$ cat src/bbtb_pkg.sv
// Shared types, constants and codes of the bounding box tree builder.
package bbtb_pkg;

  // Fixed field geometry.
  localparam int NUM_DIMS = 4;
  localparam int COORD_W  = 32;
  localparam int GS_W     = 5;
  localparam int DIMS_W   = 3;
  localparam int LEVEL_W  = 4;
  localparam int INDEX_W  = 24;

  // Configuration port geometry.
  localparam int ADDR_W = 3;
  localparam int DATA_W = 32;

  // Defaults for the top-level parameters.
  localparam int MAX_LEVELS_DEF = 8;
  localparam int MAX_GROUP_DEF  = 16;
  localparam int CMD_DEPTH_DEF  = 2;
  localparam int RES_DEPTH_DEF  = 4;

  // Clamp limits of the registers.
  localparam int MIN_GROUP = 2;
  localparam int MIN_DIMS  = 1;

  localparam logic [GS_W-1:0]   GS_RESET   = GS_W'(4);
  localparam logic [DIMS_W-1:0] DIMS_RESET = DIMS_W'(2);

  typedef logic signed [COORD_W-1:0] coord_t;
  typedef coord_t [NUM_DIMS-1:0] crow_t;

  localparam coord_t COORD_MAX = {1'b0, {(COORD_W-1){1'b1}}};
  localparam coord_t COORD_MIN = {1'b1, {(COORD_W-1){1'b0}}};
  localparam crow_t  ROW_MAX   = {NUM_DIMS{COORD_MAX}};
  localparam crow_t  ROW_MIN   = {NUM_DIMS{COORD_MIN}};

  // Register indexes on the configuration port.
  typedef enum logic {
    REG_GROUP_SIZE  = 1'b0,
    REG_DIMS_IN_USE = 1'b1
  } reg_idx_t;

  // Item classes.
  typedef enum logic {
    OP_POINT = 1'b0,
    OP_FLUSH = 1'b1
  } op_t;

  typedef struct packed {
    logic [GS_W-1:0]   group_size;
    logic [DIMS_W-1:0] dims_in_use;
  } cfg_t;

  typedef struct packed {
    op_t               op;
    logic [NUM_DIMS-1:0] dim_mask;
    logic [GS_W-1:0]   group_eff;
    crow_t             coord;
  } cmd_t;

  typedef struct packed {
    crow_t              low;
    crow_t              high;
    logic [LEVEL_W-1:0] tree_level;
    logic [INDEX_W-1:0] box_index;
    logic               last;
  } res_t;

endpackage

$ cat src/bbtb_fifo.sv
// Small first-in first-out queue of flip-flops with a registered fill count.
module bbtb_fifo #(
  parameter int WIDTH = 8,
  parameter int DEPTH = 2
) (
  input  logic             clk,
  input  logic             rst_n,
  input  logic             wr_en,
  input  logic [WIDTH-1:0] wr_data,
  output logic             full,
  input  logic             rd_en,
  output logic [WIDTH-1:0] rd_data,
  output logic             empty
);

  localparam int PTR_W = (DEPTH > 1) ? $clog2(DEPTH) : 1;
  localparam int CNT_W = $clog2(DEPTH + 1);
  localparam logic [PTR_W-1:0] LAST_PTR = PTR_W'(DEPTH - 1);

  logic [WIDTH-1:0] store_r [DEPTH];
  logic [PTR_W-1:0] wr_ptr_r, wr_ptr_nxt;
  logic [PTR_W-1:0] rd_ptr_r, rd_ptr_nxt;
  logic [CNT_W-1:0] count_r, count_nxt;
  logic             do_wr, do_rd;

  assign full    = (count_r == CNT_W'(DEPTH));
  assign empty   = (count_r == '0);
  assign do_wr   = wr_en && !full;
  assign do_rd   = rd_en && !empty;
  assign rd_data = store_r[rd_ptr_r];

  // Pointer and fill count update.
  always_comb begin
    wr_ptr_nxt = wr_ptr_r;
    rd_ptr_nxt = rd_ptr_r;
    count_nxt  = count_r;
    if (do_wr) begin
      wr_ptr_nxt = (wr_ptr_r == LAST_PTR) ? '0 : wr_ptr_r + 1'b1;
    end
    if (do_rd) begin
      rd_ptr_nxt = (rd_ptr_r == LAST_PTR) ? '0 : rd_ptr_r + 1'b1;
    end
    if (do_wr && !do_rd) begin
      count_nxt = count_r + 1'b1;
    end else if (do_rd && !do_wr) begin
      count_nxt = count_r - 1'b1;
    end
  end

  always_ff @(posedge clk) begin
    if (!rst_n) begin
      wr_ptr_r <= '0;
      rd_ptr_r <= '0;
      count_r  <= '0;
    end else begin
      wr_ptr_r <= wr_ptr_nxt;
      rd_ptr_r <= rd_ptr_nxt;
      count_r  <= count_nxt;
    end
  end

  // Entry storage holds payload only.
  always_ff @(posedge clk) begin
    if (do_wr) begin
      store_r[wr_ptr_r] <= wr_data;
    end
  end

endmodule

$ cat src/bbtb_front.sv
// Front end: takes items, clamps the configuration and queues commands for the back end.
module bbtb_front #(
  parameter int MAX_GROUP = bbtb_pkg::MAX_GROUP_DEF,
  parameter int CMD_DEPTH = bbtb_pkg::CMD_DEPTH_DEF
) (
  input  logic                clk,
  input  logic                rst_n,
  input  bbtb_pkg::cfg_t      cfg,
  input  logic                push,
  output logic                full,
  input  bbtb_pkg::crow_t     coord,
  input  logic                end_of_set,
  output logic                cmd_valid,
  output bbtb_pkg::cmd_t      cmd,
  input  logic                cmd_pop
);

  bbtb_pkg::cmd_t                   cmd_in;
  logic [bbtb_pkg::GS_W-1:0]        group_eff;
  logic [bbtb_pkg::DIMS_W-1:0]      dims_eff;
  logic [bbtb_pkg::NUM_DIMS-1:0]    dim_mask;
  logic [$bits(bbtb_pkg::cmd_t)-1:0] cmd_vec;
  logic                             cmd_empty;

  // Clamp the registers into their working ranges.
  always_comb begin
    if (cfg.group_size < bbtb_pkg::GS_W'(bbtb_pkg::MIN_GROUP)) begin
      group_eff = bbtb_pkg::GS_W'(bbtb_pkg::MIN_GROUP);
    end else if (cfg.group_size > bbtb_pkg::GS_W'(MAX_GROUP)) begin
      group_eff = bbtb_pkg::GS_W'(MAX_GROUP);
    end else begin
      group_eff = cfg.group_size;
    end
    if (cfg.dims_in_use < bbtb_pkg::DIMS_W'(bbtb_pkg::MIN_DIMS)) begin
      dims_eff = bbtb_pkg::DIMS_W'(bbtb_pkg::MIN_DIMS);
    end else if (cfg.dims_in_use > bbtb_pkg::DIMS_W'(bbtb_pkg::NUM_DIMS)) begin
      dims_eff = bbtb_pkg::DIMS_W'(bbtb_pkg::NUM_DIMS);
    end else begin
      dims_eff = cfg.dims_in_use;
    end
    for (int d = 0; d < bbtb_pkg::NUM_DIMS; d++) begin
      dim_mask[d] = bbtb_pkg::DIMS_W'(d) < dims_eff;
    end
  end

  // Classify the item as a point or a flush request.
  always_comb begin
    cmd_in.op        = end_of_set ? bbtb_pkg::OP_FLUSH : bbtb_pkg::OP_POINT;
    cmd_in.dim_mask  = dim_mask;
    cmd_in.group_eff = group_eff;
    cmd_in.coord     = coord;
  end

  bbtb_fifo #(
    .WIDTH ($bits(bbtb_pkg::cmd_t)),
    .DEPTH (CMD_DEPTH)
  ) u_cmd_q (
    .clk     (clk),
    .rst_n   (rst_n),
    .wr_en   (push),
    .wr_data (cmd_in),
    .full    (full),
    .rd_en   (cmd_pop),
    .rd_data (cmd_vec),
    .empty   (cmd_empty)
  );

  assign cmd_valid = !cmd_empty;
  assign cmd       = cmd_vec;

endmodule

$ cat config.mk
export PLATFORM = sky130hd
export DESIGN_NAME = bbtb_front
export DESIGN_NICKNAME = d
export VERILOG_FILES = /design/src/bbtb_pkg.sv /design/src/bbtb_fifo.sv /design/src/bbtb_front.sv
export SDC_FILE = /design/constraint.sdc
export NUM_CORES = 1
export LEC_CHECK = 0
export BUFFER_PORTS_ARGS = -buffer_cell sky130_fd_sc_hd__buf_2
export CORE_MARGIN = 1.5
export CORE_UTILIZATION = 45
export DETAILED_ROUTE_END_ITERATION = 8
export PLACE_DENSITY = 0.81
export SLEW_MARGIN = 25
export SYNTH_ARGS = -nofsm -noshare
export SYNTH_HDL_FRONTEND = slang
export SYNTH_HIERARCHICAL = 1
export SYNTH_SLANG_ARGS = --single-unit
$ cat constraint.sdc
create_clock -name clk -period 6.58 [get_ports clk]
set_input_delay 0.329 -clock clk [delete_from_list [all_inputs] [get_ports clk]]
set_output_delay 0.329 -clock clk [all_outputs]
set_load 0.01 [all_outputs]
==> PnR_summary.wiki <==
{| class="wikitable"
! Metric !! Value
|-
| Number of max-cap violations || 0
|-
| Die boundary width || 154.1 µm
|-
| Final estimated routing congestion in global placement || 0.7493
|-
| Slew Viols, Final || 0
|-
| Number of antenna-violating nets in the routed design || 0
|-
| Count of port buffers added during placement || 280
|-
| Setup WS post-layout || around 3.7 ns
|-
| Standard-cell rows || 55
|-
| Main flop type after synthesis || edfxtp_1
|-
| Post-Synthesis Cells || 466
|-
| Initial antenna violation count || 0
|-
| Post-Place Setup Slack || ~3.8 ns
|-
| Overall Global Routing Usage || between 10% and 20%
|-
| Layout-stage area growth over the synthesis result || 37.66%
|-
| Top area cells in the synthesized netlist || edfxtp_1 (81%), mux2_2 (15%), dfxtp_1 (0.97%)
|-
| First-pass detailed-route iteration total || 4
|-
| Final period demand of the worst path || around 2.9 ns
|-
| Final setup violation count || 0
|-
| Most frequent standard cell in the layout excluding fill and tap cells || buf_2
|-
| YS warnings || 6
|-
| Status || completed
|-
| Final layout net count || between 1000 and 1500
|-
| #FFs+latches synth || around 280
|-
| Beginning of the worst register-to-register path || u_cmd_q/count_r[0]
|-
| Post-CTS sizing || 0
|-
| Pin count of the biggest net entering global routing || 73
|-
| Number of sinks driven by the clock tree || ~280
|-
| CORE AREA || between 0.02 and 0.025 mm²
|-
| Share of Yosys cell area claimed by the top area cell type || roughly four fifths
|-
| Sum of negative setup slack || 0 ns
|-
| TritonCTS Buffers || 28
|-
| I/O Pins || 281
|-
| CP arrival || 2.58 ns
|-
| Count of flip-flops with a built-in enable after synthesis || 276
|-
| Power per Cell Area || around 360 mW/mm²
|-
| Chip height || 154.1 µm
|-
| Initial core utilization || between 40% and 50%
|-
| Hold Crit Start || coord[10]
|-
| Utilization after layout || about 63%
|-
| Fmax || roughly 340 MHz
|-
| Source-to-sink clock delay at the later pin of the worst-skew pair || 0.53 ns
|-
| Reg clk slew, reported paths || around 0.060 ns
|-
| Total wirelength of the detailed-routed design || 21920 µm
|-
| Detailed-placement wirelength estimate || approximately 13000 µm
|-
| Average wire per cell in the routed design || 18.28 µm
|-
| Cell type with the largest total area after synthesis || edfxtp_1
|-
| Relative max-transition margin || approximately a third
|-
| Area of the mapped netlist || roughly 0.010 mm²
|-
| Clk_skew || between 0.01 and 0.015 ns
|-
| Final Hold Violating Endpoints || 0
|-
| Async SR Flop Fraction || 0%
|-
| Unrepaired setup endpoints after global routing || no
|-
| Antenna diode count || 0
|-
| Type of the most critical hold path || primary input to flop
|-
| Share of layout cells above drive strength 1 || 50.77%
|-
| Postcts setup bufs || 0
|-
| Total grt overflow || 0
|-
| Number of DRC violations after detailed-routing iteration 0 || 309
|-
| H-Tree Depth || 1
|-
| Vias after detailed routing || 5792
|-
| CP Capture Type || output port
|-
| Sum of internal, switching and leakage power || 5.079 mW
|-
| Startpoint type of the worst setup path || flop
|-
| Vias in the first global route || approximately 6300
|-
| Commonest cells after routing, fill and taps aside || buf_2 (280), edfxtp_1 (276), mux2_2 (138)
|-
| Synthesized area per cell || between 20 and 25 µm²
|-
| Global-route wire length before repair || ~33000 µm
|-
| Reported leakage power || between 5 and 6 nW
|-
| Number of buffers between clock root and the deepest sink || 3
|-
| Peak ir drop on the vdd network || about 0.27 mV
|-
| Post-cts hold buffer count || roughly 130
|-
| Slew at the pin with the worst max-slew slack || approximately 1 ns
|-
| Remaining design rule violation count || 0
|-
| Overall die area || 0.02373 mm²
|-
| TritonCTS clock tree || yes
|-
| Worst endpoint required time || 6.25 ns
|-
| Critical path class || flop to output port
|-
| Root Buffer || clkbuf_16
|-
| Number of vias per cell || about 4.8
|-
| Portion of the post-synthesis area used by sequential elements || between 80% and 90%
|-
| Count of cell types in the netlist || 28
|-
| Portion of the clock cycle consumed by the worst path in the final layout || between 40 and 50%
|-
| Worst-path maximum fanout || 53
|}
-- final cells by class --
type,instances,area [µm²]
fill,1530,8367
sequential,281,8392
inverter,3,11.26
clock buffer,37,755.7
timing repair buffer,414,2750
clock inverter,13,108.9
tap,285,356.6
multi-input combinational,166,1762
-- registers in the layout, summed over array words and instances, names as in the netlist, named ones only --
name              flops
u_cmd_q/rd_ptr_r      1
u_cmd_q/wr_ptr_r      1
u_cmd_q/store_r     276
u_cmd_q/count_r       2
-- metrics by stage --
step	area (µm²)	instances	hold WS [ns]
final	14140	1199	0.03317
after global routing	14140	1199	0.02218
after CTS	14130	1198	0.003537
after detailed placement	11980	1020	0.5122
after global placement	11950	1019	0.5010
after floorplan	10270	467	0.4279
-- worst max-delay path: stages (launching register included) --
cell and delay, ns:
dfxtp_4 0.73, buf_4 0.68, mux2_2 0.43, buf_2 0.14
-- Yosys cell counts, types with 2 or more instances --
library cell / n
buf_2: 2
and2_1: 3
nor3_2: 2
dfxtp_1: 5
nor2_1: 3
buf_6: 2
clkbuf_1: 2
xnor2_1: 2
nor2b_1: 2
mux2_2: 138
edfxtp_1: 276
inv_1: 3
buf_4: 11
-- path summary, 6_finish.rpt --
path                                          endpoint  cells past startpoint  slack (ns)
worst max register to register  u_cmd_q/store_r[1][22]                      3        3.83
worst min-delay path            u_cmd_q/store_r[1][10]                      1        0.03
worst min register to register      u_cmd_q/count_r[1]                      2        0.52
worst max-delay path                           cmd[39]                      3        3.68
-- per-layer routing --
layer / vias up / share of wire, % / global-route usage (%)
li1: 2696 / - / -
met1: 2807 / 37 / 20.09
met2: 233 / 53 / 33.01
met3: 56 / 6.5 / 4.228
met4: 0 / 3.5 / 7.305
met5: - / 0 / 0
-- power by group --
part,total [mW],switching (mW),internal (mW)
logic,1.23,0.642,0.592
clock network,1.50,0.620,0.878
registers,2.35,0.0923,2.25
total,5.08,1.35,3.73
-- cell families after synthesis --
logic type | share of synthesized area [%]
xor gates and xnor gates | 0.2559
other | 0.03652
adders and majority gates | 0.1218
muxes | 15.13
AOI/OAI and AO/OA | 0.4874
and+or+nand+nor | 0.9749
buffers and inverters | 1.304
DFF | 81.69
Power figures use the tool's default switching activity.
